File: src/rtl/coincidence_time_difference_histogram_defines.svh
// Assertion macros for the coincidence time-difference histogram.
`ifndef COINCIDENCE_TIME_DIFFERENCE_HISTOGRAM_DEFINES_SVH
`define COINCIDENCE_TIME_DIFFERENCE_HISTOGRAM_DEFINES_SVH

`ifndef SYNTH

// Holds at every sampled edge out of reset.
`define CTDH_ASSERT_ALWAYS(lbl, cond, msg) \
	lbl: assert property (@(posedge clk) disable iff (!arst_n) (cond)) else $error(msg);

// Same-cycle implication.
`define CTDH_ASSERT_IMPLIES(lbl, ante, cons, msg) \
	lbl: assert property (@(posedge clk) disable iff (!arst_n) (ante) |-> (cons)) \
		else $error(msg);

// Next-cycle implication.
`define CTDH_ASSERT_NEXT(lbl, ante, cons, msg) \
	lbl: assert property (@(posedge clk) disable iff (!arst_n) (ante) |=> (cons)) \
		else $error(msg);

`else

`define CTDH_ASSERT_ALWAYS(lbl, cond, msg)
`define CTDH_ASSERT_IMPLIES(lbl, ante, cons, msg)
`define CTDH_ASSERT_NEXT(lbl, ante, cons, msg)

`endif

`endif

File: src/rtl/ctdh_pkg.sv
// Shared types and constants of the coincidence time-difference histogram.
package ctdh_pkg;

	localparam int COUNT_W = 32;
	localparam logic [COUNT_W-1:0] COUNT_MAX = '1;

	localparam int HALF_W = 5;
	localparam logic [HALF_W-1:0] HALF_RANGE_RESET = 5'd20;

	localparam logic [31:0] MARKER_CODE = 32'h8000_0000;
	localparam logic [31:0] MASK_A      = 32'd1;
	localparam logic [31:0] MASK_B      = 32'd2;
	localparam logic [31:0] MASK_AB     = 32'd3;
	localparam logic [31:0] MASK_TRIG   = 32'd4;

	localparam logic [1:0] CLS_IN    = 2'd0;
	localparam logic [1:0] CLS_UNDER = 2'd1;
	localparam logic [1:0] CLS_OVER  = 2'd2;

	typedef enum logic [1:0] {
		ACT_RECORD = 2'd0,
		ACT_READ   = 2'd1,
		ACT_CLEAR  = 2'd2
	} action_t;

	typedef enum logic [1:0] {
		SEL_NONE  = 2'd0,
		SEL_BIN   = 2'd1,
		SEL_UNDER = 2'd2,
		SEL_OVER  = 2'd3
	} cnt_sel_t;

	// What one request does to the histogram.
	typedef struct packed {
		cnt_sel_t bump;
		cnt_sel_t rd;
		logic     clear;
	} hist_op_t;

endpackage

File: src/rtl/ctdh_time_unit.sv
// Epoch and hit-time latches, trigger difference and bin classification.
module ctdh_time_unit #(
	parameter int NUM_BINS   = 64,
	parameter int EPOCH_BITS = 16,
	parameter int CLOCK_BITS = 30
) (
	input  logic                                 clk,
	input  logic                                 arst_n,
	input  logic                                 step,
	input  logic [1:0]                           action,
	input  logic [31:0]                          record_code,
	input  logic [31:0]                          record_value,
	input  logic [ctdh_pkg::HALF_W-1:0]          half_range,
	output logic                                 diff_valid,
	output logic signed [EPOCH_BITS+CLOCK_BITS:0] delta_cycles,
	output logic [1:0]                           range_class,
	output ctdh_pkg::cnt_sel_t                   bump,
	output logic [$clog2(NUM_BINS)-1:0]          bump_addr
);
	import ctdh_pkg::*;

	localparam int TW    = EPOCH_BITS + CLOCK_BITS;
	localparam int DW    = TW + 1;
	localparam int BIN_W = $clog2(NUM_BINS);

	logic [EPOCH_BITS-1:0] epoch_q;
	logic [TW-1:0]         time_a_q, time_b_q;
	logic                  a_valid_q, b_valid_q;

	logic                  is_rec, marker, hit, lat_a, lat_b, trig;
	logic [33:0]           ep_full;
	logic [TW-1:0]         t_now;
	logic [DW-1:0]         d;
	logic                  neg, near_zero;
	logic signed [7:0]     dsm, hs, sum8;
	logic                  under, over_r, in_arr;
	logic [5:0]            bin6;
	logic [10:0]           bin_ext;
	logic [1:0]            cls;

	always_comb begin
		is_rec  = (action == ACT_RECORD);
		marker  = (record_code == MARKER_CODE);
		hit     = is_rec && !marker;
		lat_a   = hit && (record_code == MASK_A || record_code == MASK_AB);
		lat_b   = hit && (record_code == MASK_B || record_code == MASK_AB);
		trig    = hit && (record_code == MASK_TRIG) && a_valid_q && b_valid_q;
		ep_full = {2'b00, record_value} - {2'b00, MARKER_CODE};
		t_now   = {epoch_q, record_value[CLOCK_BITS-1:0]};
	end

	// Signed difference, then a narrow window check around zero.
	always_comb begin
		d      = {1'b0, time_b_q} - {1'b0, time_a_q};
		neg    = d[DW-1];
		near_zero = neg ? (&d[DW-1:6]) : ~(|d[DW-1:6]);
		dsm    = {d[6], d[6:0]};
		hs     = {3'b000, half_range};
		sum8   = dsm + hs;
		under  = neg && (!near_zero || sum8[7]);
		over_r = !neg && (!near_zero || (dsm > hs));
		bin6   = sum8[5:0];
		bin_ext = {5'b00000, bin6};
		in_arr = (bin_ext < 11'(NUM_BINS));
		if (under) begin
			cls = CLS_UNDER;
		end else if (over_r || !in_arr) begin
			cls = CLS_OVER;
		end else begin
			cls = CLS_IN;
		end
	end

	always_comb begin
		diff_valid   = trig;
		delta_cycles = trig ? $signed(d) : '0;
		range_class  = trig ? cls : CLS_IN;
		bump_addr    = bin_ext[BIN_W-1:0];
		if (!trig) begin
			bump = SEL_NONE;
		end else if (cls == CLS_UNDER) begin
			bump = SEL_UNDER;
		end else if (cls == CLS_OVER) begin
			bump = SEL_OVER;
		end else begin
			bump = SEL_BIN;
		end
	end

	always_ff @(posedge clk or negedge arst_n) begin
		if (!arst_n) begin
			epoch_q   <= '0;
			time_a_q  <= '0;
			time_b_q  <= '0;
			a_valid_q <= 1'b0;
			b_valid_q <= 1'b0;
		end else if (step) begin
			if (is_rec && marker) begin
				epoch_q <= ep_full[EPOCH_BITS-1:0];
			end
			if (lat_a) begin
				time_a_q  <= t_now;
				a_valid_q <= 1'b1;
			end
			if (lat_b) begin
				time_b_q  <= t_now;
				b_valid_q <= 1'b1;
			end
		end
	end

endmodule

File: src/rtl/ctdh_hist.sv
// Histogram store: bin memory with valid bits, underflow and overflow counters.
module ctdh_hist #(
	parameter int NUM_BINS = 64
) (
	input  logic                             clk,
	input  logic                             arst_n,
	input  logic                             ld,
	input  logic                             fire,
	input  ctdh_pkg::hist_op_t               op,
	input  logic [$clog2(NUM_BINS)-1:0]      bump_addr,
	input  logic [$clog2(NUM_BINS)-1:0]      rd_addr,
	output logic [ctdh_pkg::COUNT_W-1:0]     bin_count
);
	import ctdh_pkg::*;

	localparam int BIN_W = $clog2(NUM_BINS);

	logic [COUNT_W-1:0] mem [NUM_BINS];
	logic [NUM_BINS-1:0] entry_valid_q;
	logic [COUNT_W-1:0]  under_q, over_q;

	hist_op_t            op_s2;
	logic [BIN_W-1:0]    addr_s2;
	logic [COUNT_W-1:0]  mem_rd_s2, fwd_val_s2;
	logic                fwd_s2, vld_s2;

	logic [BIN_W-1:0]    addr;
	logic [COUNT_W-1:0]  cur, wr_val;
	logic                wr_bin;

	always_comb begin
		addr   = (op.bump == SEL_BIN) ? bump_addr : rd_addr;
		cur    = fwd_s2 ? fwd_val_s2 : (vld_s2 ? mem_rd_s2 : '0);
		wr_val = (cur == COUNT_MAX) ? cur : cur + 1'b1;
		wr_bin = fire && (op_s2.bump == SEL_BIN);
	end

	always_comb begin
		case (op_s2.rd)
			SEL_BIN:   bin_count = cur;
			SEL_UNDER: bin_count = under_q;
			SEL_OVER:  bin_count = over_q;
			default:   bin_count = '0;
		endcase
	end

	// Bin memory: write the bumped count, read for the entering request.
	always_ff @(posedge clk) begin
		if (wr_bin) begin
			mem[addr_s2] <= wr_val;
		end
		if (ld) begin
			mem_rd_s2 <= mem[addr];
		end
	end

	// Read side payload; bypass a write or clear leaving on the same edge.
	always_ff @(posedge clk) begin
		if (ld) begin
			addr_s2    <= addr;
			vld_s2     <= entry_valid_q[addr];
			fwd_val_s2 <= (wr_bin && addr_s2 == addr) ? wr_val : '0;
		end
	end

	always_ff @(posedge clk or negedge arst_n) begin
		if (!arst_n) begin
			op_s2  <= '0;
			fwd_s2 <= 1'b0;
		end else if (ld) begin
			op_s2  <= op;
			fwd_s2 <= (wr_bin && addr_s2 == addr) || (fire && op_s2.clear);
		end
	end

	always_ff @(posedge clk or negedge arst_n) begin
		if (!arst_n) begin
			entry_valid_q <= '0;
			under_q       <= '0;
			over_q        <= '0;
		end else if (fire) begin
			if (op_s2.clear) begin
				entry_valid_q <= '0;
				under_q       <= '0;
				over_q        <= '0;
			end
			if (wr_bin) begin
				entry_valid_q[addr_s2] <= 1'b1;
			end
			if (op_s2.bump == SEL_UNDER && under_q != COUNT_MAX) begin
				under_q <= under_q + 1'b1;
			end
			if (op_s2.bump == SEL_OVER && over_q != COUNT_MAX) begin
				over_q <= over_q + 1'b1;
			end
		end
	end

endmodule

File: src/rtl/coincidence_time_difference_histogram.sv
// A request is held in stage one, then moves into the result register, where it waits
// until out_ready takes it.
// Throughput: one request per cycle; a waiting result blocks intake once stage one is full.
// Bin counters are read as a request leaves stage one, bumped as its result is taken.
// Reset (arst_n low, asynchronous): latches, epoch, valid bits, counters and the histogram
// (by per-bin valid bits) go to zero, half_range_cycles to 20; config is always ready.
`include "coincidence_time_difference_histogram_defines.svh"

module coincidence_time_difference_histogram #(
	parameter int NUM_BINS   = 64,
	parameter int EPOCH_BITS = 16,
	parameter int CLOCK_BITS = 30
) (
	input  logic                                  clk,
	input  logic                                  arst_n,
	// Configuration write channel
	input  logic                                  cfg_valid,
	output logic                                  cfg_ready,
	input  logic [ctdh_pkg::HALF_W-1:0]           half_range_cycles,
	// Request channel
	input  logic                                  in_valid,
	output logic                                  in_ready,
	input  logic [1:0]                            action,
	input  logic [31:0]                           record_code,
	input  logic [31:0]                           record_value,
	input  logic [$clog2(NUM_BINS+2)-1:0]         bin_index,
	// Result channel
	output logic                                  out_valid,
	input  logic                                  out_ready,
	output logic                                  diff_valid,
	output logic signed [EPOCH_BITS+CLOCK_BITS:0] delta_cycles,
	output logic [1:0]                            range_class,
	output logic [ctdh_pkg::COUNT_W-1:0]          bin_count
);
	import ctdh_pkg::*;

	localparam int DW    = EPOCH_BITS + CLOCK_BITS + 1;
	localparam int BIN_W = $clog2(NUM_BINS);
	localparam int IDX_W = $clog2(NUM_BINS + 2);

	// Configuration register; the user must write it only while the block is idle (not enforced).
	logic [HALF_W-1:0] half_q;

	// Stage one: the accepted request.
	logic              valid_s1;
	logic [1:0]        action_s1;
	logic [31:0]       code_s1, value_s1;
	logic [IDX_W-1:0]  index_s1;

	// Stage two: the result register.
	logic              valid_s2;
	logic              diff_valid_s2;
	logic [DW-1:0]     diff_s2;
	logic [1:0]        class_s2;

	logic              adv, in_fire, out_fire, move_s1;

	logic              tu_diff_valid;
	logic signed [DW-1:0] tu_diff;
	logic [1:0]        tu_class;
	cnt_sel_t          tu_bump;
	logic [BIN_W-1:0]  tu_bump_addr;
	cnt_sel_t          rd_sel;
	hist_op_t          op_s1;

	// Stage two advances when empty or when its result is taken; stage one
	// refills when empty or moving on, so a waiting result blocks intake only
	// while stage one also holds a request.
	assign cfg_ready = 1'b1;
	assign adv       = !valid_s2 || out_ready;
	assign in_ready  = !valid_s1 || adv;
	assign in_fire   = in_valid && in_ready;
	assign out_fire  = valid_s2 && out_ready;
	assign move_s1   = valid_s1 && adv;

	always_ff @(posedge clk or negedge arst_n) begin
		if (!arst_n) begin
			half_q <= HALF_RANGE_RESET;
		end else if (cfg_valid) begin
			half_q <= half_range_cycles;
		end
	end

	always_ff @(posedge clk or negedge arst_n) begin
		if (!arst_n) begin
			valid_s1 <= 1'b0;
			valid_s2 <= 1'b0;
		end else begin
			if (in_fire) begin
				valid_s1 <= 1'b1;
			end else if (move_s1) begin
				valid_s1 <= 1'b0;
			end
			if (move_s1) begin
				valid_s2 <= 1'b1;
			end else if (out_fire) begin
				valid_s2 <= 1'b0;
			end
		end
	end

	// Hold the request payload in stage one.
	always_ff @(posedge clk) begin
		if (in_fire) begin
			action_s1 <= action;
			code_s1   <= record_code;
			value_s1  <= record_value;
			index_s1  <= bin_index;
		end
	end

	ctdh_time_unit #(
		.NUM_BINS   (NUM_BINS),
		.EPOCH_BITS (EPOCH_BITS),
		.CLOCK_BITS (CLOCK_BITS)
	) u_time (
		.clk          (clk),
		.arst_n       (arst_n),
		.step         (move_s1),
		.action       (action_s1),
		.record_code  (code_s1),
		.record_value (value_s1),
		.half_range   (half_q),
		.diff_valid   (tu_diff_valid),
		.delta_cycles (tu_diff),
		.range_class  (tu_class),
		.bump         (tu_bump),
		.bump_addr    (tu_bump_addr)
	);

	// Decode a bin read: regular bins, then underflow, then overflow.
	always_comb begin
		rd_sel = SEL_NONE;
		if (action_s1 == ACT_READ) begin
			if (index_s1 < IDX_W'(NUM_BINS)) begin
				rd_sel = SEL_BIN;
			end else if (index_s1 == IDX_W'(NUM_BINS)) begin
				rd_sel = SEL_UNDER;
			end else if (index_s1 == IDX_W'(NUM_BINS + 1)) begin
				rd_sel = SEL_OVER;
			end
		end
		op_s1.bump  = tu_bump;
		op_s1.rd    = rd_sel;
		op_s1.clear = (action_s1 == ACT_CLEAR);
	end

	ctdh_hist #(
		.NUM_BINS (NUM_BINS)
	) u_hist (
		.clk       (clk),
		.arst_n    (arst_n),
		.ld        (move_s1),
		.fire      (out_fire),
		.op        (op_s1),
		.bump_addr (tu_bump_addr),
		.rd_addr   (index_s1[BIN_W-1:0]),
		.bin_count (bin_count)
	);

	// Result register for the difference fields.
	always_ff @(posedge clk) begin
		if (move_s1) begin
			diff_valid_s2 <= tu_diff_valid;
			diff_s2       <= tu_diff;
			class_s2      <= tu_class;
		end
	end

	assign out_valid    = valid_s2;
	assign diff_valid   = diff_valid_s2;
	assign delta_cycles = $signed(diff_s2);
	assign range_class  = class_s2;

	// A request taken while a result waits must land in stage one.
	`CTDH_ASSERT_NEXT(a_no_drop, in_valid && in_ready && out_valid && !out_ready, out_valid && valid_s1, "request lost behind a stalled result")
	// Without a difference the difference fields are zero.
	`CTDH_ASSERT_IMPLIES(a_idle_diff, out_valid && !diff_valid, range_class == CLS_IN && delta_cycles == '0, "stale difference fields")
	// A difference and a bin read never share one result.
	`CTDH_ASSERT_IMPLIES(a_diff_no_count, out_valid && diff_valid, bin_count == '0, "bin count on a trigger result")

endmodule

File: config.mk
export PLATFORM = sky130hd
export DESIGN_NAME = coincidence_time_difference_histogram
export DESIGN_NICKNAME = d
export VERILOG_FILES = /design/src/rtl/ctdh_pkg.sv /design/src/rtl/ctdh_time_unit.sv /design/src/rtl/ctdh_hist.sv /design/src/rtl/coincidence_time_difference_histogram.sv
export VERILOG_INCLUDE_DIRS = /design/src /design/src/rtl
export SDC_FILE = /design/constraint.sdc
export NUM_CORES = 2
export LEC_CHECK = 0
export BUFFER_PORTS_ARGS = -buffer_cell sky130_fd_sc_hd__buf_4
export CAP_MARGIN = 20
export CORE_ASPECT_RATIO = 0.5
export CORE_UTILIZATION = 50
export CTS_BUF_LIST = sky130_fd_sc_hd__clkbuf_4 sky130_fd_sc_hd__clkbuf_8
export DETAILED_ROUTE_END_ITERATION = 10
export PLACE_DENSITY_LB_ADDON = 0.12
export SLEW_MARGIN = 20
export SYNTH_ARGS = -nofsm -noshare
export SYNTH_HDL_FRONTEND = slang
export SYNTH_SLANG_ARGS = --single-unit
File: constraint.sdc
create_clock -name clk -period 7.5 [get_ports clk]
set_input_delay 2.25 -clock clk [delete_from_list [all_inputs] [get_ports clk]]
set_output_delay 2.25 -clock clk [all_outputs]
set_load 0.03 [all_outputs]
## Word-level counts from Yosys, hierarchy flattened

Memory sizes are Yosys's and may differ from the RTL's. A register that Yosys moved wholly into a read port is not among the register bits.
Index checks and enable logic that the tools add are counted.

- Equality and inequality tests: 22
- $lt $le $gt $ge: 5
- Reductions and logical operators: 42
- Add/sub/neg operators: 6
- Mux-type cells: 31
- Bitwise gates (word level): 2

Operators with widths:

| operator | number |
|---|---|
| 32-bit 2-to-1 mux | 6 |
| 64-bit 2-to-1 mux | 3 |
| 32-bit by 1-bit adder with 32-bit output (second input constant) | 3 |
| 32-bit one-hot mux with 3 select lines | 1 |
| 32-bit by 2-bit equality test with 1-bit output (second input constant) | 2 |
| 32-bit equality test (second input constant) | 2 |
| 32-bit != test (second input constant) | 2 |
| 64-bit bitwise OR | 1 |
| 46-bit by 46-bit subtractor with 47-bit output | 1 |
| 41-bit AND reduction | 1 |
| 41-bit OR reduction | 1 |
| 32-bit by 1-bit equality test with 1-bit output (second input constant) | 1 |
| 32-bit by 3-bit equality test with 1-bit output (second input constant) | 1 |
| 1-bit logical AND | 18 |
| 2-bit 2-to-1 mux | 9 |
| 16-bit by 1-bit subtractor with 16-bit output (second input constant) | 1 |
| 7-bit equality test (second input constant) | 2 |
| 6-bit by 7-bit less-than comparator with 1-bit output (second input constant) | 2 |
| 2-bit equality test (second input constant) | 6 |
| 2-bit by 1-bit equality test with 1-bit output (second input constant) | 5 |
| 2-bit AND reduction | 5 |
| 1-bit 2-to-1 mux | 9 |
| 7-bit by 6-bit adder with 8-bit output | 1 |
| 2-bit nonzero test | 4 |
| other kinds (11) | 21 |

- Input port bits: 83
- Memory bits (writable): 2048
- Flip-flop bits (word level): 411
- Word-level logic and storage cells: 134
- Memories: 1
- Output and inout port bits: 85

Memory list:

| name | words | bits a word | rd ports | clocked after Yosys merged registers in | wr ports | line | text |
|---|---|---|---|---|---|---|---|
| u_hist.mem | 64 | 32 | 1 | 1 | 1 | ctdh_hist.sv:18 | `logic [COUNT_W-1:0] mem [NUM_BINS];` |

## Logic depth before layout (Yosys ltp)

- Word-level depth: 18
- Gate-level depth with buffers: 28
- Mapped depth without buffers: 23

## Hierarchy

From an unflattened synthesis, not the netlist that was laid out.

- Cells, all modules: 6064
- Area total of the unflattened synthesis: 101643.7 um^2

Modules (own cells, without submodules):

| module | area an instance (um^2) | cells an instance | seq. area each (um^2) | times used |
|---|---|---|---|---|
| ctdh_hist | 89241.8 | 4936 | 66984.2 | 1 |
| ctdh_time_unit | 8369.3 | 978 | 2752.6 | 1 |
| coincidence_time_difference_histogram | 4032.6 | 150 | 3871.2 | 1 |

## Least setup slack after synthesis

No wires, ideal clock.

- Path kind: reg2reg
- Start: register u_hist.fwd_s2
- End: memory u_hist.mem[0][25] (data pin)
- Period minus slack after synthesis: 6.511 ns
- Data required time: 6.929 ns
- Stages on the path, launching flop included: 21
- Buffers on the path: 5
- Arrival time: 5.940 ns
- Library setup time: 0.571 ns
- Slack: 0.989 ns
- Path through: dfrtp_1 -> clkbuf_1 -> nor2b_1 -> clkbuf_1 -> buf_1 -> clkbuf_1 -> a22o_1 -> ha_1 -> and3_1 -> nand2_1 -> or4_1 -> or4_1 -> clkbuf_1 -> and3_1 -> and2_1 -> nor2b_1 -> nand2b_1 -> nor2_1 -> nand3_1 -> nor2_1 -> xnor2_1

- Cells in the longest elaborated chain, start to end: 3
- Elaborated cells on any way between the ends: 4
- Classes of those cells: add/sub (1); eq/ne (1); mux (2)

RTL lines:

| what | line | text |
|---|---|---|
| start, declared | ctdh_hist.sv:25 | `logic fwd_s2, vld_s2;` |
| start signal, assigned | ctdh_hist.sv:72 | `fwd_s2 <= (wr_bin && addr_s2 == addr) \|\| (fire && op_s2.clear);` |
| 32-bit 2-to-1 mux * | ctdh_hist.sv:33 | `cur = fwd_s2 ? fwd_val_s2 : (vld_s2 ? mem_rd_s2 : '0);` |
| 32-bit by 1-bit adder with 32-bit output or 32-bit equality test (tied branches) | ctdh_hist.sv:34 | `wr_val = (cur == COUNT_MAX) ? cur : cur + 1'b1;` |
| 32-bit 2-to-1 mux * | ctdh_hist.sv:34 |  |
| named net u_hist.wr_val[25] | ctdh_hist.sv:28 | `logic [COUNT_W-1:0] cur, wr_val;` |
| end, declared | ctdh_hist.sv:18 |  |

Mark *: on every way through the listed nets, which the timed path passes. The rest lies on a longest branch.

## Worst setup path after layout

- Start: register u_time.time_a_q[20]
- End: register u_hist.mem_rd_s2[27] (read register of u_hist.mem) (data pin)

- Cells in the longest elaborated chain, start to end: 15
- Elaborated cells on any way between the ends: 20
- Classes of those cells: add/sub (1); eq/ne (3); mux (7); bitwise (1); reduce/logical (8)

RTL lines:

| what | line | text |
|---|---|---|
| start, declared | ctdh_time_unit.sv:27 | `logic [TW-1:0] time_a_q, time_b_q;` |
| start signal, assigned | ctdh_time_unit.sv:102 | `time_a_q <= t_now;` |
| 46-bit by 46-bit subtractor with 47-bit output * | ctdh_time_unit.sv:54 | `d = {1'b0, time_b_q} - {1'b0, time_a_q};` |
| 41-bit OR reduction | ctdh_time_unit.sv:56 | `near_zero = neg ? (&d[DW-1:6]) : ~(\|d[DW-1:6]);` |
| 1-bit inverter | ctdh_time_unit.sv:56 |  |
| 1-bit 2-to-1 mux | ctdh_time_unit.sv:56 |  |
| 1-bit zero test | ctdh_time_unit.sv:60, ctdh_time_unit.sv:61 |  |
| 1-bit logical OR | ctdh_time_unit.sv:61 | `over_r = !neg && (!near_zero \|\| (dsm > hs));` |
| 1-bit logical AND | ctdh_time_unit.sv:61 |  |
| 2-bit 2-to-1 mux | ctdh_time_unit.sv:67 | `end else if (over_r \|\| !in_arr) begin` |
| 2-bit 2-to-1 mux * | ctdh_time_unit.sv:65 | `if (under) begin` |
| 2-bit equality test | ctdh_time_unit.sv:83 | `end else if (cls == CLS_OVER) begin` |
| 2-bit 2-to-1 mux | ctdh_time_unit.sv:83 |  |
| 2-bit 2-to-1 mux * | ctdh_time_unit.sv:81 | `end else if (cls == CLS_UNDER) begin` |
| 2-bit 2-to-1 mux * | ctdh_time_unit.sv:79 | `if (!trig) begin` |
| 2-bit by 1-bit equality test with 1-bit output * | ctdh_hist.sv:32 | `addr = (op.bump == SEL_BIN) ? bump_addr : rd_addr;` |
| 6-bit 2-to-1 mux * | ctdh_hist.sv:32 |  |
| end, declared | ctdh_hist.sv:24 | `logic [COUNT_W-1:0] mem_rd_s2, fwd_val_s2;` |

Mark *: on every way between the ends. The rest lies on a longest branch, timed or not.
A chain may end at the register's enable or synchronous reset.

==> impl_metrics.py <==
metrics = {
    "outcome": {
        "status": "finished clean",
    },
    "power": {
        "p_comb_share_pct": 9.5,
        "power_frac_seq_pct": 53.7,
        "leakagePower_nw": 44.5,
        "pwr-share-clk_pct": 36.7,
        "power_density_mw_per_mm2": 241,
        "p_switching_mw": 7.38,
        "p_int_mw": 22.0,
        "worst_ir_drop_vdd_v": 0.000158,
        "switching_share_pct": 25.1,
    },
    "critical_path": {
        "r2r_cells": 22,
        "crit_chain": "inv_1 > ha_1 > nand4_1 > nor2_1 > o211ai_1 > nand3_1 > a21oi_1 > xor2_1 > nor4b_1 > nand3_1 > or4_1 > nand2_4 > buf_4 > mux2i_4 > inv_2 > nand3_1 > buf_4 > o22ai_1 > a2111oi_2 > buf_4 > o2111ai_1 > buf_4",
        "worstSetupStartpointType": "register",
        "r2r_slack_ns": 0.33,
        "arrival_ns": 7.91,
        "crit_path_start": "u_time.time_a_q[20]$_DFFE_PN0P_",
        "crit_path_max_incr_delay_ns": 0.64,
        "end_kind": "register",
        "required_ns": 8.24,
        "slowest_stage": "or4_1",
        "r2r_start": "u_time.time_a_q[20]$_DFFE_PN0P_",
        "cp_max_fo": 20,
        "path_common_cell": "buf_4",
        "crit_type": "register to register",
    },
    "sta": {
        "period_needed_ns": 7.17,
        "grt_setup_unrepaired": "no",
        "fin_crit_sh_pct": 95.6,
        "worst_pin_slew_ns": 1.23,
        "skew_ns": 0.104,
        "hold_viol_final": 0,
        "finalSetupViolCount": 0,
        "fmax_ghz": 0.140,
        "report.final.slew_viol_count": 0,
        "slew_headroom_pct": 18.1,
        "final.setup.tns_ns": 0,
    },
    "synth": {
        "synth_fa_ha_area_share_pct": 0.741,
        "synth.area.mux_share_pct": 6.21,
        "syn_area_per_cell_sq_um": 14.4,
        "async_reset_ff_share_pct": 10.1,
        "synthCells": 7289,
        "synth.area.top_cells": "edfxtp_1, dfrtp_1, mux2i_1",
        "synth_area_leader_cell": "edfxtp_1",
        "synth_compound_gate_area_share_pct": 11.0,
        "synthXorXnorAreaFrac_pct": 1.01,
        "synth_top_family_by_area": "compound AO/OA/AOI/OAI gates",
        "yosysMostFrequentCell": "edfxtp_1",
        "syn-num-nets": 7433,
        "yosysSeqAreaShare_pct": 70.1,
        "synth_simple_gate_area_share_pct": 8.27,
        "synth_ff_type": "edfxtp_1",
        "yosys-top-cells-count": "edfxtp_1, nand2_1, mux2i_1",
        "yosysTopAreaCellShare_pct": 64.1,
        "yosys_register_bits": 2491,
        "netlist_area_sq_mm": 0.105,
        "yosysWarnings": 0,
        "synth.distinct_cells": 101,
        "synth_edf_count": 2240,
    },
    "global_route": {
        "grt_max_degree": 138,
        "grt_remaining_overflow": 0,
        "grt.total_usage_pct": 31.5,
        "grt_pass1_vias": 67600,
        "grt_pass1_wl_um": 483000,
        "antenna_found_initial": 25,
    },
    "clock_tree": {
        "cts-root-buf": "clkbuf_8",
        "htreeDepth": 5,
        "cts_buffer_depth": 4,
        "clkSlewWorstSetupHoldPaths_ns": 0.06,
        "numClockSinks": 2491,
        "cts_inserted_buffers": 355,
        "clk_latency_ns": 1.02,
        "cts_tree": "built",
    },
    "cells_and_area": {
        "fill_cells": 16000,
        "drive_gt1_share_pct": 21.0,
        "multi_input_area_sq_mm": 0.0297,
        "area_growth_pct": 16.1,
        "fin_nets": 8124,
        "regArea_sq_mm": 0.0735,
        "final_util_pct": 58.7,
    },
    "floorplan": {
        "initial_utilization_pct": 50.5,
        "io_pins": 168,
        "dieWidth_um": 650,
        "coreArea_sq_mm": 0.208,
        "std_cell_rows": 118,
        "die_h_um": 326,
        "die_area_sq_mm": 0.212,
    },
    "drt": {
        "drt_first_pass_iters": 6,
        "wl_per_cell_um": 30.9,
        "ant_nets": 0,
        "drt_wl_total_um": 340000,
        "viasPerCell": 6.35,
        "first_iter_violations": 9390,
        "via_count": 70000,
        "post-route-drc-count": 0,
    },
    "flow_run": {
        "drv_cap": 0,
    },
    "min_path": {
        "hold_depth": 1,
        "hold_path.class": "register to register",
        "hp-start": "u_hist.entry_valid_q[37]$_DFFE_PN0P_",
    },
    "place": {
        "hpwlAfterDp_um": 223000,
        "portBuffers": 164,
        "place_congestion": 0.938,
    },
}
power by group through the flow:
stage	registers, mW	clock network [mW]	logic (mW)
after floorplan	16.1	0	1.18
after global placement	16.1	0	2.68
after detailed placement	16.1	0	2.75
after CTS	15.8	10.9	2.75
after global routing	15.8	11.5	2.91
final	15.8	10.8	2.80
sequential cells by signal, summed over array words and instances (netlist names), 2 cells and up:
register              flops
u_hist.fwd_val_s2        32
index_s1                  7
u_time.time_a_q          46
u_hist.mem             2048
u_time.epoch_q           16
u_hist.addr_s2            6
range_class               2
delta_cycles             47
code_s1                  32
action_s1                 2
u_hist.mem_rd_s2         32
u_hist.under_q           32
u_hist.entry_valid_q     64
u_hist.over_q            32
value_s1                 30
half_q                    5
u_hist.op_s2              5
u_time.time_b_q          46
layout by cell type (no fill, tap or decap), types with 27 or more instances in the layout:
master and count:
edfxtp_1 2240, buf_4 727, nand2_1 653, mux2i_1 468
a211oi_1 460, clkbuf_8 375, dfrtp_1 248, nand3_1 238
and3_1 218, nor2_1 202, o21ai_0 175, a21boi_0 156
mux2_2 141, buf_12 118, nand4_1 115, a21oi_1 113
clkbuf_4 113, inv_1 107, clkinv_1 74, a21o_1 70
nor2_4 70, a32oi_1 69, a311oi_1 61, nor4_1 59
ha_1 59, o22ai_1 57, and2_1 50, xnor2_1 49
a22o_1 49, o211ai_1 46, xor2_1 45, a2111oi_0 44
o2111ai_1 43, clkinv_2 37, nor3_1 36, a31oi_1 35
nor4b_1 27
metrics by stage:
step / hold slack, ns / std cells / setup slack (ns) / area, sq um / power, mW
floorplan: 0.435 / 7289 / 0.989 / 105000 / 17.3
global placement: 0.452 / 10400 / 0.115 / 115000 / 18.7
detailed placement: 0.461 / 10400 / 0.118 / 115000 / 18.8
CTS: 0.479 / 11000 / 0.105 / 122000 / 29.5
global route: 0.492 / 11000 / 0.0398 / 122000 / 30.2
finish: 0.479 / 11000 / 0.332 / 122000 / 29.4
critical path, delay by kind of cell (launching register included):
family	cells	cell delay [ns]
flip-flops	1	0.35
multiplexers	1	0.36
buffers and inverters	6	1.11
XOR/XNOR	1	0.37
AO/OA/AOI/OAI	5	1.41
adder cells (fa/ha/maj)	1	0.55
AND/OR/NAND/NOR	8	2.79
layout make-up:
class	instances	area share [%]
antenna	8	0.0164
clock buffer	488	4.93
clock inverter	135	0.727
inverter	114	0.367
multi-input combinational	4170	24.4
sequential	2491	60.3
tap	2760	2.83
timing repair buffer	848	6.45
timing repair:
item | 4_1_cts | 5_1_grt
setup endpoints to repair | 0 | 8
endpoints found under the hold margin | 0 | 0
setup buffers | 0 | 0
gates resized for setup | 0 | 6
hold buffers | 0 | 0
routing by layer:
layer  track usage (%)  share of wire (%)  up-vias
li1                  -                  -    29900
met3              7.09                 11      593
met4              11.4                3.9        4
met5                 0             0.0062        -
met2              47.8                 44     3775
met1              44.8                 41    35700
worst paths after layout:
kind,endpoint
max reg2reg,u_hist.mem_rd_s2[27]$_DFFE_PP_
max,u_hist.mem_rd_s2[27]$_DFFE_PP_
min,u_hist.entry_valid_q[37]$_DFFE_PN0P_
max in group asynchronous,u_hist.entry_valid_q[45]$_DFFE_PN0P_
min reg2reg,u_hist.entry_valid_q[37]$_DFFE_PN0P_
min in group asynchronous,half_q[3]$_DFFE_PN0P_
kinds of logic (layout without fill, tap and decap cells):
logic type	count (synthesis)	after routing
flip-flops	2491	2491
AND/OR/NAND/NOR	1788	1788
AO/OA/AOI/OAI	1568	1568
multiplexers	631	631
buffers and inverters	628	1585
XOR/XNOR	121	121
adder cells (fa/ha/maj)	61	61
other	1	9
Note: power is estimated with default switching activity, not from simulation.
